### config.mk
export PLATFORM = sky130hd
export DESIGN_NAME = ahdi_ctrl
export DESIGN_NICKNAME = d
export VERILOG_FILES = /design/src/sv/ahdi_pkg.sv /design/src/sv/ahdi_ctrl.sv
export SDC_FILE = /design/constraint.sdc
export NUM_CORES = 1
export LEC_CHECK = 0
export BUFFER_PORTS_ARGS = -buffer_cell sky130_fd_sc_hd__buf_2
export CAP_MARGIN = 20
export CORE_MARGIN = 1
export CORE_UTILIZATION = 56
export DETAILED_ROUTE_END_ITERATION = 8
export HOLD_SLACK_MARGIN = 0.06
export PLACE_DENSITY = 0.76
export SETUP_SLACK_MARGIN = 0.1
export SYNTH_ARGS = -nofsm -noshare
export SYNTH_HDL_FRONTEND = slang
export SYNTH_SLANG_ARGS = --single-unit
### constraint.sdc
create_clock -name i_clk -period 3.2 [get_ports i_clk]
set_clock_uncertainty 0.05 [all_clocks]
set_input_delay 0.64 -clock i_clk [delete_from_list [all_inputs] [get_ports i_clk]]
set_output_delay 0.64 -clock i_clk [all_outputs]
set_load 0.03 [all_outputs]
### src/sv/ahdi_pkg.sv
`timescale 1ns / 1ps
// ----------------------------------------------------------------------------
// ahdi_pkg
// Shared types, constants and arithmetic helpers for the acceleration
// high-pass and double integration block.
// ----------------------------------------------------------------------------
`default_nettype none

package ahdi_pkg;

    localparam int AXES_MAX  = 3;
    localparam int IN_W      = 48;
    localparam int OUT_W     = 240;
    localparam int CFG_IDX_W = 2;
    localparam int CFG_W     = 32;

    // register indexes of the config port
    localparam logic [CFG_IDX_W-1:0] REG_VEL_STEP = 2'd0;
    localparam logic [CFG_IDX_W-1:0] REG_POS_STEP = 2'd1;
    localparam logic [CFG_IDX_W-1:0] REG_WARMUP   = 2'd2;

    localparam logic [31:0] VEL_STEP_RST = 32'd419430;
    localparam logic [31:0] POS_STEP_RST = 32'd419430;
    localparam logic [7:0]  WARMUP_RST   = 8'd40;

    // datapath operations issued by the controller
    typedef enum logic [3:0] {
        OP_NONE = 4'd0,
        OP_LOAD = 4'd1,
        OP_MUL  = 4'd2,
        OP_ACC  = 4'd3,
        OP_RND  = 4'd4,
        OP_FILT = 4'd5,
        OP_VMUL = 4'd6,
        OP_VADD = 4'd7,
        OP_PMUL = 4'd8,
        OP_PADD = 4'd9,
        OP_OUT  = 4'd10
    } t_op;

    typedef struct packed {
        t_op        op;
        logic [1:0] axis;
        logic [1:0] stage;
        logic [2:0] term;
    } t_dp_cmd;

    // biquad coefficients, Q2.30, terms: b0 b1 b2 a1 a2
    function automatic logic signed [31:0] coef(input logic [1:0] stage,
                                                input logic [2:0] term);
        logic signed [31:0] c;
        c = 32'sd0;
        case ({stage, term})
            5'b00_000: c = 32'sd1039054389;
            5'b00_001: c = -32'sd2078108778;
            5'b00_010: c = 32'sd1039054389;
            5'b00_011: c = 32'sd2098093630;
            5'b00_100: c = -32'sd1025014616;
            5'b01_000: c = 32'sd1073741824;
            5'b01_001: c = 32'sh8000_0000;
            5'b01_010: c = 32'sd1073741824;
            5'b01_011: c = 32'sd2126356553;
            5'b01_100: c = -32'sd1053286467;
            5'b10_000: c = 32'sd1073741824;
            5'b11_000: c = 32'sd1073741824;
            default:   c = 32'sd0;
        endcase
        return c;
    endfunction

    function automatic logic signed [31:0] sat32(input logic signed [63:0] v);
        logic signed [31:0] r;
        if (v > 64'sd2147483647) begin
            r = 32'sh7FFF_FFFF;
        end else if (v < -64'sd2147483648) begin
            r = 32'sh8000_0000;
        end else begin
            r = v[31:0];
        end
        return r;
    endfunction

    function automatic logic signed [15:0] sat16(input logic signed [63:0] v);
        logic signed [15:0] r;
        if (v > 64'sd32767) begin
            r = 16'sh7FFF;
        end else if (v < -64'sd32768) begin
            r = 16'sh8000;
        end else begin
            r = v[15:0];
        end
        return r;
    endfunction

endpackage

`default_nettype wire

### src/sv/ahdi_ctrl.sv
`timescale 1ns / 1ps
// ----------------------------------------------------------------------------
// ahdi_ctrl
// Sequencer: warm-up counting, per axis and stage term loop, integration
// steps and the output register handoff.
// ----------------------------------------------------------------------------
`default_nettype none

module ahdi_ctrl #(
    parameter int NUM_STAGES = 2,
    parameter int NUM_AXES   = 3
) (
    input  wire                i_clk,
    input  wire                i_rst_n,
    input  wire                i_in_valid,
    output logic               o_in_ready,
    output logic               o_out_valid,
    input  wire                i_out_ready,
    input  wire  [7:0]         i_warmup_items,
    output ahdi_pkg::t_dp_cmd  o_cmd
);

    typedef enum logic [9:0] {
        S_IDLE = 10'b00_0000_0001,
        S_MUL  = 10'b00_0000_0010,
        S_ACC  = 10'b00_0000_0100,
        S_RND  = 10'b00_0000_1000,
        S_FILT = 10'b00_0001_0000,
        S_VMUL = 10'b00_0010_0000,
        S_VADD = 10'b00_0100_0000,
        S_PMUL = 10'b00_1000_0000,
        S_PADD = 10'b01_0000_0000,
        S_FIN  = 10'b10_0000_0000
    } t_state;

    t_state     r_state, n_state;
    logic [1:0] r_axis, n_axis;
    logic [1:0] r_stage, n_stage;
    logic [2:0] r_term, n_term;
    logic [7:0] r_wcnt, n_wcnt;
    logic       r_out_valid, n_out_valid;
    ahdi_pkg::t_op w_op;

    // next state and command
    always_comb begin
        n_state     = r_state;
        n_axis      = r_axis;
        n_stage     = r_stage;
        n_term      = r_term;
        n_wcnt      = r_wcnt;
        n_out_valid = r_out_valid & ~i_out_ready;
        w_op        = ahdi_pkg::OP_NONE;
        case (r_state)
            S_IDLE: begin
                if (i_in_valid) begin
                    if (r_wcnt < i_warmup_items) begin
                        n_wcnt = r_wcnt + 8'd1;
                    end else begin
                        w_op    = ahdi_pkg::OP_LOAD;
                        n_axis  = 2'd0;
                        n_stage = 2'd0;
                        n_term  = 3'd0;
                        n_state = S_MUL;
                    end
                end
            end
            S_MUL: begin
                w_op   = ahdi_pkg::OP_MUL;
                n_term = r_term + 3'd1;
                if (r_term == 3'd4) begin
                    n_state = S_ACC;
                end
            end
            S_ACC: begin
                w_op    = ahdi_pkg::OP_ACC;
                n_state = S_RND;
            end
            S_RND: begin
                w_op   = ahdi_pkg::OP_RND;
                n_term = 3'd0;
                if (r_stage == 2'(NUM_STAGES - 1)) begin
                    n_stage = 2'd0;
                    n_state = S_FILT;
                end else begin
                    n_stage = r_stage + 2'd1;
                    n_state = S_MUL;
                end
            end
            S_FILT: begin
                w_op    = ahdi_pkg::OP_FILT;
                n_state = S_VMUL;
            end
            S_VMUL: begin
                w_op    = ahdi_pkg::OP_VMUL;
                n_state = S_VADD;
            end
            S_VADD: begin
                w_op    = ahdi_pkg::OP_VADD;
                n_state = S_PMUL;
            end
            S_PMUL: begin
                w_op    = ahdi_pkg::OP_PMUL;
                n_state = S_PADD;
            end
            S_PADD: begin
                w_op = ahdi_pkg::OP_PADD;
                if (r_axis == 2'(NUM_AXES - 1)) begin
                    n_state = S_FIN;
                end else begin
                    n_axis  = r_axis + 2'd1;
                    n_state = S_MUL;
                end
            end
            S_FIN: begin
                if (!r_out_valid || i_out_ready) begin
                    w_op        = ahdi_pkg::OP_OUT;
                    n_out_valid = 1'b1;
                    n_state     = S_IDLE;
                end
            end
            default: begin
                n_state = S_IDLE;
            end
        endcase
    end

    // state registers
    always_ff @(posedge i_clk) begin
        if (!i_rst_n) begin
            r_state     <= S_IDLE;
            r_axis      <= 2'd0;
            r_stage     <= 2'd0;
            r_term      <= 3'd0;
            r_wcnt      <= 8'd0;
            r_out_valid <= 1'b0;
        end else begin
            r_state     <= n_state;
            r_axis      <= n_axis;
            r_stage     <= n_stage;
            r_term      <= n_term;
            r_wcnt      <= n_wcnt;
            r_out_valid <= n_out_valid;
        end
    end

    assign o_in_ready  = (r_state == S_IDLE);
    assign o_out_valid = r_out_valid;
    assign o_cmd.op    = w_op;
    assign o_cmd.axis  = r_axis;
    assign o_cmd.stage = r_stage;
    assign o_cmd.term  = r_term;

endmodule

`default_nettype wire

Word level (Yosys, flattened, before mapping)
Index checks and enable logic that the tools add are counted.

storage, ports and cells
  input port bits = 12
  logic and storage cells = 63
  output and inout port bits = 13
  register bits = 26

operators by class
  eq/ne operators = 18
  add/subtract/negate cells = 4
  magnitude comparators = 1
  bitwise logic cells = 2
  reductions and logical operators = 10
  multiplexer cells = 22

operator list
  kind                    count
  $pmux W10 S10           1
  $mux W10                5
  $pmux W4 S10            1
  $eq A10 B1 Y1 const B   1
  $eq A10 B10 Y1 const B  1
  $eq A10 B2 Y1 const B   1
  $eq A10 B3 Y1 const B   1
  $eq A10 B4 Y1 const B   1
  $eq A10 B5 Y1 const B   1
  $eq A10 B6 Y1 const B   1
  $eq A10 B7 Y1 const B   1
  $eq A10 B8 Y1 const B   1
  $eq A10 B9 Y1 const B   1
  $ne A2 B2 Y1 const B    5
  $pmux W3 S3             1
  $reduce_and A3 Y1       3
  $add A8 B1 Y8 const B   1
  $lt A8 B8 Y1            1
  $mux W2                 4
  $pmux W2 S2             2
  $reduce_and A4 Y1       2
  $mux W3                 2
  $mux W5                 1
  $add A2 B1 Y2 const B   2
  other kinds (12)        16

Longest topological paths before layout
Gate-level depths: netlist of run 1.

  word-level depth = 4
  mapped depth = 7
  mapped depth without buffers = 7

Worst setup path before layout of run 1
Ideal clock, no wire load.

  path type = in2out
  start point = in i_warmup_items[2]
  end point = out o_cmd[7] in the netlist's numbering
  required time = 2.510 ns
  stages on the path = 7
  data arrival time = 2.202 ns
  setup slack = 0.308 ns
  buffers on the path = 0
  cell sequence = inv_1 ha_1 nand2_1 o21ai_0 a21oi_1 or3_2 nand4_1

RTL lines
  item         RTL line         text
  from (decl)  ahdi_ctrl.sv:19  input wire [7:0] i_warmup_items,
  to (decl)    ahdi_ctrl.sv:20  output ahdi_pkg::t_dp_cmd o_cmd

==> results by group, run 1 <==
Global routing
  • GRT Overall Usage: 0.230
  • Vias in the first global route: ~1,400
  • Largest net degree at the start of global routing: 21
  • Initial antenna violation count: 0
  • First-pass GRT wire length: between 5000 and 6000 µm
  • GR Overflow Total: 0

Drt
  • Via Count: about 1,500
  • Vias per inst: 6.03
  • Wire per inst: between 10 and 15 µm
  • Final ANT Viol Nets: 0
  • 1st-iter DRT viols: 50
  • Drt first pass iters: 4
  • Residual DRC: 0
  • Post-Route WL: ~3600 µm

Pwr
  • Part of the power in registers: 0.455
  • Power Internal: approximately 0.00055 W
  • Sw power: about 0.00024 W
  • Combinational fraction of design power: 0.255
  • Clock share of power: 0.290
  • Worst IR Drop VDD: 306 µV
  • Pwr dens: 425 nW/µm²
  • Total chip power: between 0.0007 and 0.0008 W
  • P_leak: 0.823 nW
  • Net Sw Frac: 0.306

STA
  • Final Hold Slack: about 0.44 ns
  • Setup slack after layout: a little over 0.2 ns
  • Hold Fails Final Rpt: 0
  • Max Slew Vio Count: 0
  • Number of setup violations in the final report: 0
  • Tightest Pin Transition: ~0.60 ns
  • F_max: roughly 0.33 GHz
  • Unrepaired setup endpoints after global routing: false
  • Minimum clock period: around 3 ns
  • Part of the cycle the worst path needs: 0.936
  • Post-route setup TNS: 0 ns
  • Slew margin rel.: 0.603

Placement
  • Dpl hpwl: around 2700 µm
  • Pre-CTS setup slack: 0.212 ns
  • Port bufs: 24
  • RePlAce Congestion: 0.831
  • Placed cell areas: 1780 µm²

Floorplan
  • Die ar.: between 3000 and 4000 µm²
  • Core Region: 2780 µm²
  • Die Y: around 56 µm
  • Starting Density: 0.593
  • DIE WIDTH: 56.3 µm
  • I/O pins: 25
  • Core Rows: 19

Synth
  • Syn nets: 224
  • Post-synth top flop: dfxtp_1
  • EDFF count, synth: 0
  • Post-synthesis average cell area: 8.21 µm²
  • Cells after Synth: 201
  • Warnings from Yosys: 0
  • Synth Area in Simple Gates: 0.308
  • Synth Area in Adders: 0.0834
  • Post-Synth XOR/XNOR Area: 0.0265
  • Synth cell types: 48
  • Register area share after synthesis: 0.315
  • Complex-gate fraction of the synthesized area: 0.155
  • Multiplexer share of the synthesized area: 0.0425
  • Async S/R FF share, synth: 0
  • Seq cells post-synth: 26
  • Mapped cell area: between 1500 and 2000 µm²
  • Largest family of logic cells by synthesized area: simple AND/OR/NAND/NOR gates

Clock network
  • Clock-pin slew on the worst setup and hold paths: 0.14 ns
  • CTS Buffer Depth: 2
  • CTS H-tree depth: 1
  • Clk_lat worst skew: approximately 0.33 ns
  • CTS buffer count: 3
  • Clock Root Buffer: clkbuf_4
  • Cts hold-fix bufs: 0
  • Clock Sink Count: 26
  • CTS tree: built

Finish
  • Antenna diodes: 0
  • Ratio of cells with drive above 1 in the final layout: 0.189
  • Design Area, Final: 1850 µm²
  • P&R area growth vs syn: 12.3%
  • Commonest non-fill, non-tap cell in the layout: dfxtp_1
  • Filler cells: 238
  • # nets final: around 250
  • Most frequent cells in the layout: dfxtp_1 (26), buf_2 (24), nand2_1 (21)

Worst setup path
  • Worst Setup Start Kind: primary input
  • Setup Crit Path Kind: primary input to primary output
  • CP required: 2.51 ns
  • WP data arrival: between 2 and 2.5 ns
  • Crit-path max FO: 2
  • Worst Setup End Kind: primary output

Outcome
  • Status: finished clean

Job
  • MaxCap Viol Count: 0

Min path
  • Worst hold path type: flip-flop to flip-flop
worst max-delay path: stages:
cell and delay [ns]:
buf_2 0.07, inv_1 0.03, ha_1 0.29, nand4_1 0.14
nor2_1 0.24, a21oi_1 0.09, or3_2 0.48, nand4_1 0.11
buf_2 0.20
area by class of cell:
cell class / count / area, µm² / area share
clock inverter: 1 / 30.0 / 0.0162
tap: 31 / 38.8 / 0.0209
sequential: 26 / 520 / 0.281
timing repair buffer: 29 / 158 / 0.0851
multi-input combinational: 147 / 1020 / 0.552
inverter: 16 / 60.1 / 0.0324
clock buffer: 3 / 22.5 / 0.0122
through the flow:
step	utilization	cells
global route	0.666	253
floorplan	-	201
detailed placement	0.639	247
finish	0.666	253
global placement	0.639	247
CTS	0.661	251
power groups by stage:
stage	Combinational, W	Sequential, W	Clock [W]
global placement	0.000183	0.000363	0
CTS	0.000195	0.000358	0.000234
detailed placement	0.000192	0.000364	0
finish	0.000201	0.000359	0.000229
global route	0.000220	0.000362	0.000249
floorplan	0.000158	0.000350	0
kinds of logic (layout without fill, tap and decap cells):
kind of cell	after synthesis	in the layout
XOR/XNOR	5	5
AND/OR/NAND/NOR	89	89
adder cells (fa/ha/maj)	11	11
multiplexers	7	7
buffers and inverters	28	49
flip-flops	26	26
AO/OA/AOI/OAI	35	35
what timing repair did:
item,in CTS,in global routing
pin swaps,0,1
cloned,0,0
resized for setup,1,0
endpoints found under the setup margin,1,1
endpoints found under the hold margin,0,0
setup buffers,0,2
registers in the layout, summed over array words and instances, names as in the netlist:
name / cells
r_wcnt: 8
r_term: 3
r_stage: 2
o_out_valid: 1
r_axis: 2
r_state: 10
per-layer routing:
layer / routed length (µm) / up-vias / global-route usage
met5: 0 / - / 0
met4: 89 / 0 / 0.101
met3: 104 / 12 / 0.0300
met2: 1780 / 31 / 0.401
met1: 1580 / 716 / 0.281
li1: - / 766 / -
synth_stat cells, types with 2 or more instances:
cell	instances	area, µm²
a211oi_1	3	22.5
a21oi_1	8	40.0
a31oi_1	2	12.5
and3_1	2	12.5
buf_2	2	10.0
clkbuf_1	9	33.8
dfxtp_1	26	521
ha_1	11	138
inv_1	16	60.1
mux2i_1	7	70.1
nand2_1	21	78.8
nand2b_1	7	43.8
nand3_1	6	30.0
nand4_1	11	68.8
nor2_1	15	56.3
nor2b_1	3	18.8
nor3_1	4	20.0
nor3b_1	4	30.0
nor4_1	4	25.0
o21ai_0	7	35.0
o32ai_1	2	17.5
or3_2	2	15.0
xnor2_1	4	35.0
final timing paths:
| check | from | endpoint | cells past startpoint | slack [ns] |
|---|---|---|---|---|
| setup / recovery | i_warmup_items[6] | o_cmd[7] | 9 | 0.21 |
| hold / removal | r_wcnt[7] | r_wcnt[7] | 2 | 0.44 |
| setup reg to reg | r_wcnt[2] | r_wcnt[7] | 7 | 0.77 |
| hold reg to reg | r_wcnt[7] | r_wcnt[7] | 2 | 0.44 |
No activity file was read; power rests on OpenSTA's default activity.
==> run 2: changes to the inputs <==
--- a/config.mk
+++ b/config.mk
@@ -6,12 +6,12 @@
 export NUM_CORES = 1
 export LEC_CHECK = 0
 export BUFFER_PORTS_ARGS = -buffer_cell sky130_fd_sc_hd__buf_2
-export CAP_MARGIN = 20
 export CORE_MARGIN = 1
-export CORE_UTILIZATION = 56
+export CORE_UTILIZATION = 59
+export CTS_BUF_LIST = sky130_fd_sc_hd__clkbuf_2 sky130_fd_sc_hd__clkbuf_4 sky130_fd_sc_hd__clkbuf_8
 export DETAILED_ROUTE_END_ITERATION = 8
 export HOLD_SLACK_MARGIN = 0.06
-export PLACE_DENSITY = 0.76
+export PLACE_DENSITY = 0.79
 export SETUP_SLACK_MARGIN = 0.1
 export SYNTH_ARGS = -nofsm -noshare
 export SYNTH_HDL_FRONTEND = slang
==> constraint.sdc (replaced) <==
create_clock -name i_clk -period 3.18 [get_ports i_clk]
set_clock_uncertainty 0.05 [all_clocks]
set_input_delay 0.636 -clock i_clk [delete_from_list [all_inputs] [get_ports i_clk]]
set_output_delay 0.636 -clock i_clk [all_outputs]
set_load 0.03 [all_outputs]
==> run 2 against run 1 <==
  * Sequential cell count stayed put
  * Cell area is 1.6% lower
  * Cell count is 1.2% lower
  * Highest routed layer unchanged
  * Register-to-register slack worse by 0.06 ns
  * Critical endpoint unchanged
  * Critical path type is now flip-flop to primary output
  * Critical path depth is 2 lower
  * Core utilization is 4.4 points higher
==> results by group, run 2 (synthesis results as in run 1) <==
Outcome
  • Status: finished clean

Pwr
  • P_leak: 0.804 nW (-2.4%)
  • Total chip power: 0.000723 W (-8.3%)
  • Pwr dens: 396 nW/µm² (-6.8%)
  • Worst IR Drop VDD: 444 µV (+45%)

Drt
  • Residual DRC: 0 (unchanged)
  • Via Count: 1,531 (+0.39%)
  • Final ANT Viol Nets: 0 (unchanged)
  • Drt first pass iters: 5 (+1)
  • Wire per inst: 14.2 µm (+1.4%)
  • 1st-iter DRT viols: 59 (+18%)
  • Vias per inst: 6.12 (+1.6%)
  • Post-Route WL: 3560 µm (+0.20%)

Finish
  • Multi-input logic area: 1030 µm² (+0.24%)
  • Most frequent cells in the layout: dfxtp_1 (26), buf_2 (24), nand2_1 (21)
  • Register Area: 520 µm² (unchanged)
  • Most flops, register: r_state
  • Filler cells: 211 (-11%)
  • Ratio of cells with drive above 1 in the final layout: 0.186 (-0.00283)
  • Number of flip-flops in the largest register: 10 (unchanged)
  • # nets final: 244 (-0.81%)
  • Design Area, Final: 1820 µm² (-1.6%)
  • Commonest non-fill, non-tap cell in the layout: dfxtp_1
  • Regs by FF count: r_state x10, r_wcnt x8, r_term x3
  • Post-layout util: 0.710 (+0.0438)
  • P&R area growth vs syn: 10.5%
  • Antenna diodes: 0 (unchanged)

Clock network
  • CTS buffer count: 3 (unchanged)
  • Clock Root Buffer: clkbuf_4
  • Clock Sink Count: 26 (unchanged)
  • Clock-pin slew on the worst setup and hold paths: 0.14 ns (about the same)
  • CTS Buffer Depth: 2 (unchanged)
  • Clk_lat worst skew: 0.33 ns (about the same)
  • Cts hold-fix bufs: 0 (unchanged)
  • CTS H-tree depth: 1 (unchanged)
  • CTS tree: built

Floorplan
  • Core Rows: 18 (-1)
  • Die ar.: 3010 µm² (-4.9%)
  • I/O pins: 25 (unchanged)
  • Core Region: 2570 µm² (-7.7%)
  • DIE WIDTH: 54.9 µm (-2.5%)
  • Die Y: 54.9 µm (-2.5%)
  • Starting Density: 0.643 (+0.0494)

STA
  • Slew margin rel.: 0.585 (-0.0184)
  • Hold Fails Final Rpt: 0 (unchanged)
  • Final Hold Slack: 0.446 ns (+0.00209 ns)
  • Number of setup violations in the final report: 0 (unchanged)
  • Max Slew Vio Count: 0 (unchanged)
  • Minimum clock period: 2.97 ns
  • Unrepaired setup endpoints after global routing: false
  • Tightest Pin Transition: 0.623 ns (+0.0276 ns)
  • Post-route setup TNS: 0 ns (unchanged)
  • F_max: ~0.34 GHz
  • Part of the cycle the worst path needs: 0.934

Min path
  • Worst hold stages: 2 (unchanged)
  • Min-Delay Startpoint: r_wcnt[7]
  • Worst hold path type: flip-flop to flip-flop
  • WHS Endpoint: r_wcnt[7]

Worst setup path
  • Setup Crit Path Kind: flip-flop to primary output
  • Critical Path Source: r_wcnt[2]
  • Reg2Reg Depth: 7 (unchanged)
  • Largest stage delay, worst path: 0.47 ns (about the same)
  • Setup slack, reg-to-reg: 0.71 ns (-0.06 ns)
  • WP data arrival: 2.29 ns (about the same)
  • Worst Setup Start Kind: flip-flop
  • Worst Setup End Kind: primary output
  • Worst path slowest cell: or3_2
  • Crit-path max FO: 6 (+4)
  • FF-to-FF End: r_wcnt[7]
  • Worst path cell trace: ha_1, nand2_1, o21ai_0, a21oi_1, or3_2, nand4_1, buf_2
  • Reg-to-reg startpoint: r_wcnt[2]
  • CP required: 2.49 ns (-0.02 ns)

Placement
  • RePlAce Congestion: 0.852 (+2.5%)
  • Dpl hpwl: 2720 µm (+1.3%)
  • Placed cell areas: 1780 µm² (about the same)
  • Port bufs: 24 (unchanged)

Job
  • MaxCap Viol Count: 0 (unchanged)

Global routing
  • First-pass GRT wire length: 5570 µm (-4.7%)
  • Largest net degree at the start of global routing: 21 (unchanged)
  • Initial antenna violation count: 0 (unchanged)
  • GRT Overall Usage: 0.258 (+0.0286)
  • Vias in the first global route: 1,317 (-4.5%)
  • GR Overflow Total: 0 (unchanged)
run 2: changes by cell type in the layout (fill, tap and decap cells not counted):
cell	change
buf_4	-2
bufinv_16	-1
clkbuf_8	+1
nor2_1	-1
nor2_2	+1
run 2: timing repair:
action	4_1_cts	5_1_grt
setup endpoints to repair	0	4
gates resized for setup	0	2
setup buffers	0	0
run 2: power breakdown:
| group | total, W | switching [W] | leakage, nW | internal, W |
|---|---|---|---|---|
| Clock | 0.000170 | 0.0000996 | 0.0210 | 0.0000702 |
| Sequential | 0.000361 | 0.0000228 | 0.210 | 0.000338 |
| Combinational | 0.000192 | 0.000111 | 0.573 | 0.0000807 |
| Total | 0.000723 | 0.000234 | 0.804 | 0.000489 |
run 2: layout make-up:
cell class | instances | share of cell area
Clock buffer | 4 | 0.0199
Inverter | 16 | 0.0329
Multi-Input combinational cell | 147 | 0.563
Sequential cell | 26 | 0.286
Tap cell | 30 | 0.0206
Timing Repair Buffer | 27 | 0.0782
run 2: layer usage:
metal | vias to the layer above | part of all wire | GRT usage
li1 | 763 | - | -
met1 | 698 | 0.47 | 0.349
met2 | 65 | 0.44 | 0.404
met3 | 5 | 0.077 | 0.0383
met4 | 0 | 0.015 | 0.117
met5 | - | 0 | 0
run 2: worst max path at each step:
stage | end | slack, ns | cells after the start
2_1_floorplan | o_cmd[7] | 0.30 | 7
3_3_place_gp | o_cmd[7] | 0.25 | 9
3_5_place_dp | o_cmd[7] | 0.18 | 9
4_1_cts | o_cmd[7] | 0.18 | 9
5_1_grt | o_cmd[7] | 0.13 | 7
6_report | o_cmd[7] | 0.21 | 7
run 2: worst max-delay path: cells and delay by family (launching register included):
family / cells / cell delay (ns)
simple gates: 3 / 0.64
flops: 1 / 0.39
compound gates: 2 / 0.39
fa+ha+maj: 1 / 0.31
buf+inv: 1 / 0.21
run 2: through the flow:
step / setup WS [ns] / cells
3_5_place_dp: 0.183 / 246
5_1_grt: 0.126 / 250
6_report: 0.209 / 250
2_1_floorplan: 0.296 / 201
3_3_place_gp: 0.248 / 246
4_1_cts: 0.183 / 250
==> run 3: changes to the inputs <==
--- a/config.mk
+++ b/config.mk
@@ -7,11 +7,11 @@
 export LEC_CHECK = 0
 export BUFFER_PORTS_ARGS = -buffer_cell sky130_fd_sc_hd__buf_2
 export CORE_MARGIN = 1
-export CORE_UTILIZATION = 59
+export CORE_UTILIZATION = 63
 export CTS_BUF_LIST = sky130_fd_sc_hd__clkbuf_2 sky130_fd_sc_hd__clkbuf_4 sky130_fd_sc_hd__clkbuf_8
 export DETAILED_ROUTE_END_ITERATION = 8
 export HOLD_SLACK_MARGIN = 0.06
-export PLACE_DENSITY = 0.79
+export PLACE_DENSITY = 0.84
 export SETUP_SLACK_MARGIN = 0.1
 export SYNTH_ARGS = -nofsm -noshare
 export SYNTH_HDL_FRONTEND = slang
==> constraint.sdc (replaced) <==
create_clock -name i_clk -period 3.7 [get_ports i_clk]
set_clock_uncertainty 0.05 [all_clocks]
set_input_delay 0.74 -clock i_clk [delete_from_list [all_inputs] [get_ports i_clk]]
set_output_delay 0.74 -clock i_clk [all_outputs]
set_load 0.03 [all_outputs]
==> run 3 against run 2 <==
  * Die area down 6.1%
  * Critical path type is now primary input to primary output
  * Largest power group unchanged
  * Sequential share of layout area up 0.76 points
  * Cell area down 2.6%
  * Via count down 1.8%
  * First-iteration DRC count down 34%
  * Register-to-register slack better by 0.57 ns
  * Non-clock buffer count down 3
  * Highest routed layer unchanged
  * Largest cell class unchanged
  * Total power down 17%
  * Critical endpoint unchanged
  * Clock-buffer cell count down 1
==> results by group, run 3 (synthesis results as in run 1) <==
Outcome
  • Status: finished clean

Pwr
  • Combinational fraction of design power: 0.277 (+0.011)
  • Worst IR Drop VDD: 308 µV (-31%)
  • Sw power: 0.000203 W (-13%)
  • Pwr dens: 337 nW/µm² (-15%)
  • Part of the power in registers: 0.517 (+0.018)
  • P_leak: 0.781 nW (-2.8%)
  • Power Internal: 0.000394 W (-19%)
  • Clock share of power: 0.206 (-0.029)
  • Net Sw Frac: 0.340 (+0.0170)

Finish
  • Post-layout util: 0.717 (+0.00663)
  • Regs by FF count: r_state x10, r_wcnt x8, r_term x3
  • Filler cells: 223 (+5.7%)
  • P&R area growth vs syn: 7.58%
  • Most flops, register: r_state
  • Number of flip-flops in the largest register: 10 (unchanged)
  • Multi-input logic area: 1010 µm² (-1.1%)
  • # nets final: 241 (-1.2%)
  • Most frequent cells in the layout: dfxtp_1 (26), buf_2 (24), nand2_1 (21)
  • Commonest non-fill, non-tap cell in the layout: dfxtp_1
  • Ratio of cells with drive above 1 in the final layout: 0.167 (-0.0197)
  • Register Area: 520 µm² (unchanged)
  • Design Area, Final: 1780 µm² (-2.6%)
  • Antenna diodes: 0 (unchanged)

STA
  • Post-route setup TNS: 0 ns (unchanged)
  • Unrepaired setup endpoints after global routing: false
  • Part of the cycle the worst path needs: 0.904
  • Minimum clock period: ~3.3 ns
  • Max Slew Vio Count: 0 (unchanged)
  • Tightest Pin Transition: 0.623 ns (+0.000101 ns)
  • F_max: approximately 0.30 GHz
  • Hold Fails Final Rpt: 0 (unchanged)
  • Number of setup violations in the final report: 0 (unchanged)
  • Slew margin rel.: 0.581 (-0.00353)

Clock network
  • CTS tree: built
  • Post-CTS Setup Inserts: 0 (unchanged)
  • Clock Sink Count: 26 (unchanged)
  • Clock Root Buffer: clkbuf_4
  • Clock-pin slew on the worst setup and hold paths: 0.14 ns (about the same)
  • Clk_lat worst skew: 0.32 ns (about the same)
  • CTS buffer count: 3 (unchanged)
  • CTS H-tree depth: 1 (unchanged)
  • Cts hold-fix bufs: 0 (unchanged)
  • CTS Buffer Depth: 2 (unchanged)
  • Post-CTS sizing: 0 (unchanged)

Global routing
  • GRT Overall Usage: 0.285 (+0.0269)
  • Initial antenna violation count: 0 (unchanged)
  • GR Overflow Total: 0 (unchanged)
  • Largest net degree at the start of global routing: 21 (unchanged)
  • Vias in the first global route: 1,448 (+9.9%)
  • First-pass GRT wire length: 5840 µm (+5.0%)

Floorplan
  • I/O pins: 25 (unchanged)
  • Core Rows: 18 (unchanged)
  • DIE WIDTH: 53.2 µm (-3.1%)
  • Die Y: 53.2 µm (-3.1%)
  • Core Region: 2480 µm² (-3.5%)
  • Starting Density: 0.666 (+0.0234)
  • Die ar.: 2830 µm² (-6.1%)

Worst setup path
  • Worst Setup Start Kind: primary input
  • Reg-to-reg startpoint: r_state[6]
  • Worst Setup End Kind: primary output
  • Setup Crit Path Kind: primary input to primary output
  • Critical Path Source: i_warmup_items[2]
  • Crit-path max FO: 3 (-3)
  • WP data arrival: 2.55 ns (+0.26 ns)
  • CP required: 2.91 ns (+0.42 ns)

Job
  • MaxCap Viol Count: 0 (unchanged)

Placement
  • RePlAce Congestion: 0.814 (-4.4%)
  • Dpl hpwl: 2800 µm (+2.8%)
  • Port bufs: 24 (unchanged)
  • Placed cell areas: 1750 µm² (-1.3%)

Drt
  • Vias per inst: 6.11 (-0.17%)
  • Residual DRC: 0 (unchanged)
  • 1st-iter DRT viols: 39 (-34%)
  • Via Count: 1,504 (-1.8%)
  • Drt first pass iters: 4 (-1)
  • Post-Route WL: 3670 µm (+3.0%)
  • Wire per inst: 14.9 µm (+4.7%)
  • Final ANT Viol Nets: 0 (unchanged)

Min path
  • Min-Delay Startpoint: o_out_valid
  • Worst hold path type: flip-flop to flip-flop
## run 3: cell types whose count changed in the layout (fill, tap and decap cells not counted), sizes merged
cell	previous run	this run
buf	27	24
clkbuf	4	3
## run 3: power by group through the flow
| stage | logic [W] | registers (W) | clock network (W) |
|---|---|---|---|
| floorplan | 0.000137 | 0.000303 | 0 |
| global placement | 0.000156 | 0.000314 | 0 |
| detailed placement | 0.000165 | 0.000315 | 0 |
| CTS | 0.000166 | 0.000308 | 0.000126 |
| global route | 0.000182 | 0.000311 | 0.000133 |
| finish | 0.000166 | 0.000309 | 0.000123 |
## run 3: final timing paths
check | slack (ns) | to | depth (start not counted)
setup / recovery | 0.36 | o_cmd[7] | 9
hold / removal | 0.46 | o_out_valid | 2
hold reg to reg | 0.46 | o_out_valid | 2
setup reg to reg | 1.28 | r_wcnt[3] | 5
## run 3: metrics by stage
stage / cells / hold slack, ns / total power [W] / setup WS, ns
after floorplan: 201 / 0.400 / 0.000439 / 0.608
after global placement: 243 / 0.412 / 0.000469 / 0.410
after detailed placement: 243 / 0.440 / 0.000480 / 0.383
after CTS: 246 / 0.458 / 0.000600 / 0.349
after global routing: 246 / 0.497 / 0.000626 / 0.226
final: 246 / 0.459 / 0.000598 / 0.357
## run 3: worst max-delay path: stages
cell     delay, ns
buf_2         0.07
inv_1         0.04
ha_1          0.28
nand2_1       0.05
o21ai_0       0.44
a21oi_1       0.12
or3_2         0.49
nand4_1       0.11
buf_2         0.21
## run 3: area by class of cell
| type | count | area share |
|---|---|---|
| Multi-Input combinational cell | 147 | 0.572 |
| Sequential cell | 26 | 0.293 |
| Timing Repair Buffer | 24 | 0.0677 |
| Inverter | 16 | 0.0338 |
| Tap cell | 30 | 0.0211 |
| Clock buffer | 3 | 0.0127 |
## run 3: per-layer routing
| layer | global-route usage | routed length [µm] |
|---|---|---|
| met5 | 0 | 0 |
| met4 | 0.105 | 31 |
| met3 | 0.0374 | 109 |
| met1 | 0.288 | 1510 |
| met2 | 0.576 | 2020 |
